`src/hw/rtl/mce_pkg.sv`:
```
package mce_pkg;

    localparam int OPCODE_W          = 2;
    localparam int NODE_W            = 6;
    localparam int WEIGHT_W          = 16;
    localparam int LABEL_W           = 8;
    localparam int CUT_W             = 27;
    localparam int NCOUNT_W          = 7;
    localparam int MAX_NODES_DEFAULT = 64;

    localparam logic [NCOUNT_W-1:0] NODE_COUNT_RESET = 7'd64;

    localparam logic [OPCODE_W-1:0] OP_EDGE  = 2'd0;
    localparam logic [OPCODE_W-1:0] OP_LABEL = 2'd1;
    localparam logic [OPCODE_W-1:0] OP_EVAL  = 2'd2;

    typedef enum logic [2:0] {
        ST_CLEAR,
        ST_IDLE,
        ST_ROW,
        ST_SCAN,
        ST_DRAIN,
        ST_DONE
    } state_t;

    typedef struct packed {
        logic clr_step;
        logic in_ready;
        logic eval_start;
        logic row_load;
        logic scan;
        logic next_row;
        logic emit;
    } cmd_t;

    typedef struct packed {
        logic clr_done;
        logic eval_req;
        logic n_lt2;
        logic col_last;
        logic row_last;
        logic out_free;
    } status_t;

endpackage

```
`src/hw/rtl/mce_ctrl.sv`:
```
module mce_ctrl (
    input  logic              clk,
    input  logic              rst_n,
    input  mce_pkg::status_t  status,
    output mce_pkg::cmd_t     cmd
);

    mce_pkg::state_t state_reg;
    mce_pkg::state_t state_next;

    always_ff @(posedge clk or negedge rst_n)
    begin
        if (!rst_n)
        begin
            state_reg <= mce_pkg::ST_CLEAR;
        end
        else
        begin
            state_reg <= state_next;
        end
    end

    always_comb
    begin
        state_next = state_reg;
        cmd        = '0;
        unique case (state_reg)
            mce_pkg::ST_CLEAR:
            begin
                cmd.clr_step = 1'b1;
                if (status.clr_done)
                begin
                    state_next = mce_pkg::ST_IDLE;
                end
            end
            mce_pkg::ST_IDLE:
            begin
                cmd.in_ready = 1'b1;
                if (status.eval_req)
                begin
                    cmd.eval_start = 1'b1;
                    state_next     = status.n_lt2 ? mce_pkg::ST_DONE : mce_pkg::ST_ROW;
                end
            end
            mce_pkg::ST_ROW:
            begin
                cmd.row_load = 1'b1;
                state_next   = mce_pkg::ST_SCAN;
            end
            mce_pkg::ST_SCAN:
            begin
                cmd.scan = 1'b1;
                if (status.col_last)
                begin
                    if (status.row_last)
                    begin
                        state_next = mce_pkg::ST_DRAIN;
                    end
                    else
                    begin
                        cmd.next_row = 1'b1;
                        state_next   = mce_pkg::ST_ROW;
                    end
                end
            end
            mce_pkg::ST_DRAIN:
            begin
                state_next = mce_pkg::ST_DONE;
            end
            mce_pkg::ST_DONE:
            begin
                if (status.out_free)
                begin
                    cmd.emit   = 1'b1;
                    state_next = mce_pkg::ST_IDLE;
                end
            end
            default:
            begin
                state_next = mce_pkg::ST_IDLE;
            end
        endcase
    end

endmodule

```
`config.mk`:
```
export PLATFORM = sky130hd
export DESIGN_NAME = mce_ctrl
export DESIGN_NICKNAME = d
export VERILOG_FILES = /design/src/hw/rtl/mce_pkg.sv /design/src/hw/rtl/mce_ctrl.sv
export SDC_FILE = /design/constraint.sdc
export NUM_CORES = 1
export LEC_CHECK = 0
export ABC_AREA = 1
export BUFFER_PORTS_ARGS = -buffer_cell sky130_fd_sc_hd__buf_2
export CORE_AREA = 2 2 39 41
export CTS_CLUSTER_SIZE = 8
export DETAILED_ROUTE_END_ITERATION = 12
export DIE_AREA = 0 0 41 43
export GPL_TIMING_DRIVEN = 0
export PLACE_DENSITY_LB_ADDON = 0.1
export SLEW_MARGIN = 30
export SYNTH_ARGS = -nofsm -noshare
export SYNTH_HDL_FRONTEND = slang
export SYNTH_SLANG_ARGS = --single-unit
```
`constraint.sdc`:
```
create_clock -name clk -period 1.3 [get_ports clk]
set_clock_uncertainty 0.2 [all_clocks]
set_input_delay 0.13 -clock clk [delete_from_list [all_inputs] [get_ports clk]]
set_output_delay 0.13 -clock clk [all_outputs]
set_load 0.005 [all_outputs]
```
==> After elaboration in Yosys (flattened, before gate mapping) <==
Cells that the tools add are included.
{ "totals": {"out_inout_bits": 7, "regBits": 3, "elab_cells": 28} }
{ "classes": {"n_mux": 16, "eq_ne": 9, "n_reduce_logical": 2} }
{ "ops": {"columns": ["operator", "n"], "rows": [
  ["3-bit two-way mux", 6],
  ["3-bit case mux with 6 select lines", 1],
  ["2-bit inequality test, second input constant", 4],
  ["1-bit two-way mux", 7],
  ["3-bit by 2-bit equality test with 1-bit output, second input constant", 2],
  ["3-bit equality test, second input constant", 2],
  ["2-bit two-way mux", 2],
  ["4-bit AND reduction", 1],
  ["3-bit by 1-bit equality test with 1-bit output, second input constant", 1],
  ["3-bit zero test", 1]
]} }

==> Logic depth before layout (Yosys ltp) <==
Gate-level depths: netlist of run 1.
{ "depth": {"ltp_word": 3, "mapped_depth": 9} }

==> Least setup slack after synthesis of run 1 <==
OpenSTA, ideal clock, no wires.
{ "synth_timing": {"path_kind": "flip-flop to flip-flop", "from": "register state_reg[2]", "to": "register state_reg[2]", "period_less_slack_ns": 1.249, "n_path_buf": 1, "slack_ns": 0.051, "t_arrival_ns": 0.983, "path_stages_with_launch": 7, "cell_sequence": "dfrtp_1 > buf_6 > nor3_2 > nand2_1 > nand3_1 > nand2_1 > nand2_1"} }
{ "synth_via": {"elab_chain_len": 3, "word_cells_on_any_way": 12, "classes_between": "eq/ne: 9; mux: 1; reduce/logical: 2"} }
{ "synth_lines": {"columns": ["item", "line", "rtl"], "rows": [
  ["start: declaration", "mce_ctrl.sv:8", "mce_pkg::state_t state_reg;"],
  ["start signal: assignment", "mce_ctrl.sv:15", "state_reg <= mce_pkg::ST_CLEAR;"],
  ["start signal: assignment", "mce_ctrl.sv:19", "state_reg <= state_next;"],
  ["3-bit by 1-bit equality test with 1-bit output, or another cell as far along", "mce_ctrl.sv:27", "unique case (state_reg)"],
  ["2-bit inequality test (no source line)", null, null],
  ["4-bit AND reduction (no source line)", null, null]
]} }
Several ways; a longest one is shown, not always the timed one.
A chain may end at the register's enable or synchronous reset.

==> impl_metrics.ini, run 1 <==
[status]
outcome = finished, violations left
violations = negative setup slack

[timing]
worst_slack_ns = -0.158
max_slew_margin_pct = 87.9
hold_violations = 0
fmax_ghz = 0.686
rsz0062_at_grt = yes
worst_slew_pin_slew_ns = 0.181
setup_viol = 10
maxSlewViolCount = 0
min_period_ns = 1.46
tns_ns = -1.11
post-route-period-util_pct = 112

[grt]
grt_max_degree = 11
gr-usage-met2_pct = 18.4
grtUsageTotal_pct = 12.2
grt_pass1_wl_um = 1450
antenna_found_initial = 0
grt_util_met3_pct = 6.28
grt_use_met1_pct = 16.1
first_global_vias = 356
grt-busiest-layer = met2
overflow = 0

[floorplanning]
die_w_um = 41
initial_core_util_pct = 23.0
die-area_um2 = 1760
core_um2 = 1380
die_h_um = 43
pin_count = 15
rows = 14

[route]
wire_per_inst_um = 8.98
vias = 402
routed_wl_um = 862
routed_via_density = 4.19
dr.pass1.iters = 4
first_iter_violations = 5
drc = 0
ant_nets = 0

[layout]
drive_gt1_share_pct = 56.3
fin_util_pct = 41.7
n_antenna_cell = 0
multiInputGateArea_um2 = 244
final_area_um2 = 577
layout.nets = 89
fillers = 147
area_growth_pct = 81.5
largest_register_ffs = 3
register_area_um2 = 76.3
layout.cells.non_filler = 96

[critical_path]
worst-path-max-fanout = 10
reg2reg_from = state_reg[1]
crit_required_ns = 0.97
path_class = register to output pin
slowest_delay_ns = 0.36
reg2reg_slack_ns = -0.07
worstSetupEndpointType = output pin
crit_buf_inv = 3
path_cells = buf_6, buf_4, nor3_2, buf_2
r2r_end = state_reg[2]
critPathLaunchType = register
endpoint = cmd[6]
critical_path_depth = 4
arrival_ns = 1.13
worstSetupStartpoint = state_reg[2]
cp_top_family = buffers and inverters
ff2ff_path_depth = 8
slowest_stage = dfrtp_1

[place]
gp_congestion = 0.718
hpwlAfterDp_um = 614
dpl_worst_slack_ns = -0.0516
numPortBuffers = 14
dp_cells = 82
place_area_um2 = 408

[synth]
synth_top_area_cell = dfrtp_1
syn-instance-count = 52
yosysTopAreaCellShare_pct = 23.6
ys_warn_count = 0
synthTopCellsByArea = dfrtp_1 (24%), nand2_1 (20%), nor2_1 (9.4%)
yosysSeqAreaShare_pct = 23.6
ys_types = 16
syn_area_um2 = 318
synth_nets = 60
yosys_register_bits = 3
syn_area_per_cell_um2 = 6.11

[power_and_ir_drop]
power-per-cell-area_nw_per_um2 = 2020
seqPwrFrac_pct = 15.3
vdd_drop_max_mv = 0.638
pwr-share-clk_pct = 13.8
p_sw_share_pct = 44.7
pwr-share-comb_pct = 70.9
p_int_uw = 645
p_leak_nw = 0.322
p_sw_uw = 522

[run]
drv_cap = 0

[clocking]
cts_made_buffers = 3
clockBufferDepth = 2
clock_tree.root_cell = clkbuf_4
cts.sinks = 3
clkTransAtPathRegs_ns = 0.04
cts_tree = yes
h-tree-depth = 1
clk_latency_ns = 0.23

[hold_path]
hold_path.class = input pin to asynchronous set/reset pin
-- cells by family after synthesis --
| kind of cell | count (synthesis) | share of synthesized area [%] |
|---|---|---|
| flops | 3 | 23.6 |
| simple gates | 39 | 61.0 |
| buf+inv | 10 | 15.4 |
-- final cells by class --
| class | count | area share, % |
|---|---|---|
| Sequential cell | 3 | 13.2 |
| Clock buffer | 4 | 4.56 |
| Inverter | 8 | 5.21 |
| Tap cell | 16 | 3.47 |
| Timing Repair Buffer | 24 | 27.3 |
| Buffer | 2 | 3.90 |
| Multi-Input combinational cell | 39 | 42.3 |
-- layer usage --
metal / share of wire, % / wire length, µm
met1: 45 / 392
met2: 49 / 419
met3: 5.8 / 50
met4: 0 / 0
met5: 0 / 0
-- worst min path at each step --
stage              endpoint  cells after the start  slack [ns]   from
2_1_floorplan  state_reg[0]                      0       -0.37  rst_n
3_3_place_gp   state_reg[0]                      1       -0.27  rst_n
3_5_place_dp   state_reg[0]                      1       -0.27  rst_n
4_1_cts        state_reg[0]                      2        0.01  rst_n
5_1_grt        state_reg[0]                      2        0.02  rst_n
6_report       state_reg[0]                      2        0.03  rst_n
-- cells in the mapped netlist --
library cell / n
nand2_2: 1
nor3_2: 2
nor4_1: 1
nor2_1: 8
buf_6: 1
nor2_2: 1
nand3_1: 4
nor2_4: 1
buf_4: 1
nor3_1: 2
nand4_2: 1
nand3b_1: 1
nand2_1: 17
inv_1: 5
dfrtp_1: 3
inv_2: 3
-- power by group through the flow --
stage	sequential, mW	combinational, mW	clock, mW
floorplan	0.162	0.433	0
global placement	0.172	0.589	0
detailed placement	0.171	0.586	0
CTS	0.174	0.717	0.172
global route	0.185	0.909	0.184
finish	0.179	0.827	0.161
-- metrics by stage --
step | hold slack (ns) | total power, mW
after CTS | 0.0147 | 1.06
after detailed placement | -0.271 | 0.757
after global placement | -0.271 | 0.762
final | 0.0271 | 1.17
after global routing | 0.0240 | 1.28
after floorplan | -0.366 | 0.595
-- timing repair --
action,CTS,global route
resized for setup,6,9
hold endpoints to repair,4,0
hold buffers,2,0
setup endpoints to repair,10,10
setup buffers,6,3
pin swaps,3,5
-- cells in the final DEF, fill, tap and decap left out, drive strengths merged --
master / instances
nand3: 4
nor2: 10
nand2: 18
clkbuf: 4
inv: 8
nor3: 4
buf: 24
dfrtp: 3
dlygate4sd3: 2
nand4: 1
nor4: 1
nand3b: 1
-- worst register-to-register path, stage by stage (launching register included) --
cell and delay [ns]:
dfrtp_2 0.47, buf_6 0.15, nand2_4 0.06, nor2_4 0.04, buf_4 0.12, nand2_1 0.05
nand3_1 0.07, nand2_1 0.06, nand2_1 0.05
Note: power is estimated with default switching activity, not from simulation.
==> run 2: changes to the inputs <==
==> constraint.sdc (replaced) <==
create_clock -name clk -period 1.3 [get_ports clk]
set_clock_uncertainty 0.2 [all_clocks]
set_input_delay 0.195 -clock clk [delete_from_list [all_inputs] [get_ports clk]]
set_output_delay 0.195 -clock clk [all_outputs]
set_load 0.005 [all_outputs]
==> impl_metrics.ini, run 2 (synthesis gave the netlist of run 1 again) <==
[layout]
layout.nets = 89
area_growth_pct = 72.4
register_area_um2 = 76.3
n_antenna_cell = 0
fillers = 150
layout.cells.non_filler = 96
layout_commonest_cell = nand2_1
layout_common_cells = nand2_1 (15), buf_2 (14), buf_4 (9)
largest_register_ffs = 3
multiInputGateArea_um2 = 225
final_area_um2 = 548
drive_gt1_share_pct = 55.0

[route]
drc = 0
first_iter_violations = 4
dr.pass1.iters = 4
routed_wl_um = 848
vias = 399
ant_nets = 0
routed_via_density = 4.16
wire_per_inst_um = 8.83

[grt]
first_global_vias = 368
antenna_found_initial = 0
gr-usage-met2_pct = 19.4
grt_max_degree = 11
grt_util_met3_pct = 6.28
grtUsageTotal_pct = 12.5
grt-busiest-layer = met2
grt_pass1_wl_um = 1480
grt_use_met1_pct = 16.1
overflow = 0

[clocking]
cts.sinks = 3
clkTransAtPathRegs_ns = 0.03
clock_tree.root_cell = clkbuf_4
h-tree-depth = 1
clockBufferDepth = 2
cts_made_buffers = 3
clk_latency_ns = 0.23
cts_tree = yes

[critical_path]
cp_top_family = flip-flops
path_cells = buf_6, inv_2, nand3_2, nor3_2, buf_2
slowest_delay_ns = 0.36
slowest_stage = dfrtp_1
path_class = register to output pin
crit_required_ns = 0.90
worstSetupEndpointType = output pin
arrival_ns = 1.15
critPathLaunchType = register
worst-path-max-fanout = 10
crit_buf_inv = 3

[power_and_ir_drop]
pwr-share-clk_pct = 14.5
power_mw = 1.11
vdd_drop_max_mv = 0.575
pwr-share-comb_pct = 69.7
p_sw_share_pct = 43.6
p_sw_uw = 484
power-per-cell-area_nw_per_um2 = 2030
seqPwrFrac_pct = 15.8
p_leak_nw = 0.317
p_int_uw = 627

[timing]
holdWs_ns = 0.0760
hold_violations = 0
setup_viol = 10
min_period_ns = 1.55
fmax_ghz = 0.647
worst_slack_ns = -0.246
maxSlewViolCount = 0
worst_slew_pin_slew_ns = 0.181
post-route-period-util_pct = 119
max_slew_margin_pct = 87.9
rsz0062_at_grt = yes

[place]
hpwlAfterDp_um = 614
numPortBuffers = 14
dpl_worst_slack_ns = -0.0516
place_area_um2 = 408
gp_congestion = 0.718
dp_cells = 82

[floorplanning]
pin_count = 15
die-area_um2 = 1760
core_um2 = 1380
die_w_um = 41
rows = 14
die_h_um = 43
initial_core_util_pct = 23.0

[run]
drv_cap = 0

[status]
outcome = finished, violations left
violations = negative setup slack

[hold_path]
hold_path.class = input pin to register
## run 2: path summary, 6_finish.rpt
check	start	end	slack [ns]	cells past startpoint
worst max-delay path	state_reg[2]	cmd[1]	-0.25	5
max in group asynchronous	rst_n	state_reg[1]	0.68	2
min in group asynchronous	rst_n	state_reg[0]	0.09	2
worst min-delay path	status[2]	state_reg[1]	0.08	4
worst max register to register	state_reg[1]	state_reg[2]	-0.14	9
worst min register to register	state_reg[0]	state_reg[0]	0.42	3
## run 2: worst register-to-register path, stage by stage (launching register included)
cell,delay (ns)
dfrtp_2,0.46
buf_4,0.16
nand2_2,0.07
nor2_4,0.04
buf_4,0.13
nand2_2,0.06
nand2_2,0.06
nor2_4,0.09
nand2_1,0.05
nand2_1,0.05
## run 2: power by group through the flow
stage	Clock, mW	Combinational (mW)	Sequential, mW
after global placement	0	0.589	0.172
final	0.161	0.775	0.175
after CTS	0.172	0.728	0.174
after floorplan	0	0.433	0.162
after global routing	0.184	0.860	0.180
after detailed placement	0	0.586	0.171
## run 2: routing by layer
metal	up-vias	share of wire (%)
met4	0	0
met1	173	48
li1	217	-
met2	9	47
met3	0	4.8
met5	-	0
## run 2: per-stage QoR
| step | setup TNS (ns) | utilization, % |
|---|---|---|
| floorplan | 0 | - |
| global placement | -0.187 | 29.5 |
| detailed placement | -0.175 | 29.5 |
| CTS | -1.68 | 37.3 |
| global route | -2.49 | 39.6 |
| finish | -1.79 | 39.6 |
## run 2: layout make-up
cell class              instances  share of cell area [%]
well taps                      16                    3.65
repair buffers                 24                    26.9
plain buffers                   2                    4.11
inverters                       8                    5.48
multi-input cells              39                    41.1
clock buffers                   4                    4.79
flip-flops and latches          3                    13.9
## run 2: what timing repair did
item                                    CTS  global route
gates resized for setup                   6             3
endpoints found under the hold margin     3             0
setup buffers                             7             2
pin swaps                                 3             1
endpoints found under the setup margin   10            10
hold buffers                              1             0
==> run 3: changes to the inputs <==
--- a/config.mk
+++ b/config.mk
@@ -6,11 +6,11 @@
 export NUM_CORES = 1
 export LEC_CHECK = 0
 export ABC_AREA = 1
-export BUFFER_PORTS_ARGS = -buffer_cell sky130_fd_sc_hd__buf_2
 export CORE_AREA = 2 2 39 41
 export CTS_CLUSTER_SIZE = 8
 export DETAILED_ROUTE_END_ITERATION = 12
 export DIE_AREA = 0 0 41 43
+export DONT_BUFFER_PORTS = 1
 export GPL_TIMING_DRIVEN = 0
 export PLACE_DENSITY_LB_ADDON = 0.1
 export SLEW_MARGIN = 30
==> constraint.sdc (replaced) <==
create_clock -name clk -period 1.5 [get_ports clk]
set_clock_uncertainty 0.2 [all_clocks]
set_input_delay 0.225 -clock clk [delete_from_list [all_inputs] [get_ports clk]]
set_output_delay 0.225 -clock clk [all_outputs]
set_load 0.005 [all_outputs]
==> impl_metrics.ini, run 3 (synthesis gave the netlist of run 1 again) <==
[timing]
min_period_ns = 1.51
setup_viol = 1
max_slew_margin_pct = 82.8
rsz0062_at_grt = yes
tns_ns = -0.0125
worst_slew_pin_slew_ns = 0.256
post-route-period-util_pct = 101
hold_violations = 0
worst_slack_ns = -0.0125
fmax_ghz = 0.661
maxSlewViolCount = 0

[floorplanning]
die_w_um = 41
die_h_um = 43
core_um2 = 1380
pin_count = 15
die-area_um2 = 1760
initial_core_util_pct = 23.0
rows = 14

[critical_path]
worstSetupEndpointType = output pin
path_class = register to output pin
slowest_stage = dfrtp_1
worst-path-max-fanout = 5
slowest_delay_ns = 0.38
arrival_ns = 1.09
critPathLaunchType = register
path_cells = buf_6, inv_4, nand3_4, nor3_4
crit_required_ns = 1.07

[grt]
first_global_vias = 324
grtUsageTotal_pct = 11.6
antenna_found_initial = 0
grt_pass1_wl_um = 1350
overflow = 0
grt_max_degree = 11

[layout]
layout.nets = 70
fin_util_pct = 32.3
fillers = 157
n_antenna_cell = 0
layout.cells.non_filler = 77
area_growth_pct = 40.6
layout_common_cells = nand2_1 (15), nor2_1 (7), inv_1 (5)
drive_gt1_share_pct = 41.0
final_area_um2 = 447
layout_commonest_cell = nand2_1
largest_register_ffs = 3

[power_and_ir_drop]
p_leak_nw = 0.233
power_uw = 854
power-per-cell-area_nw_per_um2 = 1910
vdd_drop_max_mv = 0.398

[clocking]
cts.sinks = 3
cts_tree = yes
clk_latency_ns = 0.24
cts_made_buffers = 3
clockBufferDepth = 2
clock_tree.root_cell = clkbuf_4
h-tree-depth = 1
clkTransAtPathRegs_ns = 0.04

[route]
dr.pass1.iters = 4
routed_wl_um = 853
wire_per_inst_um = 11.1
ant_nets = 0
drc = 0
first_iter_violations = 12
routed_via_density = 4.35
vias = 335

[place]
hpwlAfterDp_um = 612
numPortBuffers = 0
dp_cells = 68
gp_congestion = 0.640
place_area_um2 = 338

[hold_path]
hold_path.class = input pin to asynchronous set/reset pin

[run]
drv_cap = 0

[status]
outcome = finished, violations left
violations = negative setup slack
run 3: cell types whose count changed in the layout (fill, tap and decap cells not counted), sizes merged:
cell  before  now
buf       25    6
run 3: cell type report:
type / instances / area (µm²) / area share (%)
flip-flops and latches: 3 / 76.3 / 17.1
clock buffers: 4 / 26.3 / 5.88
multi-input cells: 39 / 231 / 51.8
well taps: 16 / 20.0 / 4.48
plain buffers: 2 / 22.5 / 5.04
inverters: 8 / 32.5 / 7.28
repair buffers: 5 / 37.5 / 8.40
run 3: layer usage:
| metal | GRT usage, % | part of all wire (%) | up-vias |
|---|---|---|---|
| li1 | - | - | 176 |
| met1 | 15.2 | 48 | 147 |
| met2 | 16.3 | 45 | 10 |
| met3 | 3.66 | 4.5 | 2 |
| met4 | 6.00 | 2.5 | 0 |
| met5 | 0 | 0 | - |
run 3: final timing paths:
path | startpoint | endpoint | slack (ns) | depth (start not counted)
worst min-delay path | rst_n | state_reg[0] | 0.03 | 1
worst min register to register | state_reg[0] | state_reg[0] | 0.43 | 3
max in group asynchronous | rst_n | state_reg[1] | 0.90 | 1
worst max register to register | state_reg[2] | state_reg[1] | 0.09 | 8
min in group clk | status[0] | state_reg[2] | 0.03 | 3
worst max-delay path | state_reg[2] | cmd[1] | -0.01 | 4
run 3: stage by stage:
| stage | hold slack, ns | worst slack [ns] |
|---|---|---|
| after floorplan | -0.271 | 0.251 |
| after global placement | -0.271 | 0.115 |
| after detailed placement | -0.271 | 0.119 |
| after CTS | 0.00377 | -0.0131 |
| after global routing | 0.0380 | -0.0636 |
| final | 0.0255 | -0.0125 |
run 3: report_power, final:
group,internal [mW],total [mW],switching [mW]
clock,0.0998,0.143,0.0435
sequential,0.119,0.163,0.0439
combinational,0.219,0.548,0.330
total,0.437,0.854,0.417
run 3: worst max-delay path, delay by kind of cell (launching register included):
family	cells	cell delay, ns
simple gates	2	0.27
buf+inv	2	0.19
flops	1	0.38
run 3: timing repair:
item,CTS,global route
setup endpoints to repair,3,6
buffers inserted,0,3
gates cloned,0,1
endpoints found under the hold margin,3,0
hold buffers,1,0
gates resized for setup,3,8
pin swaps,0,1
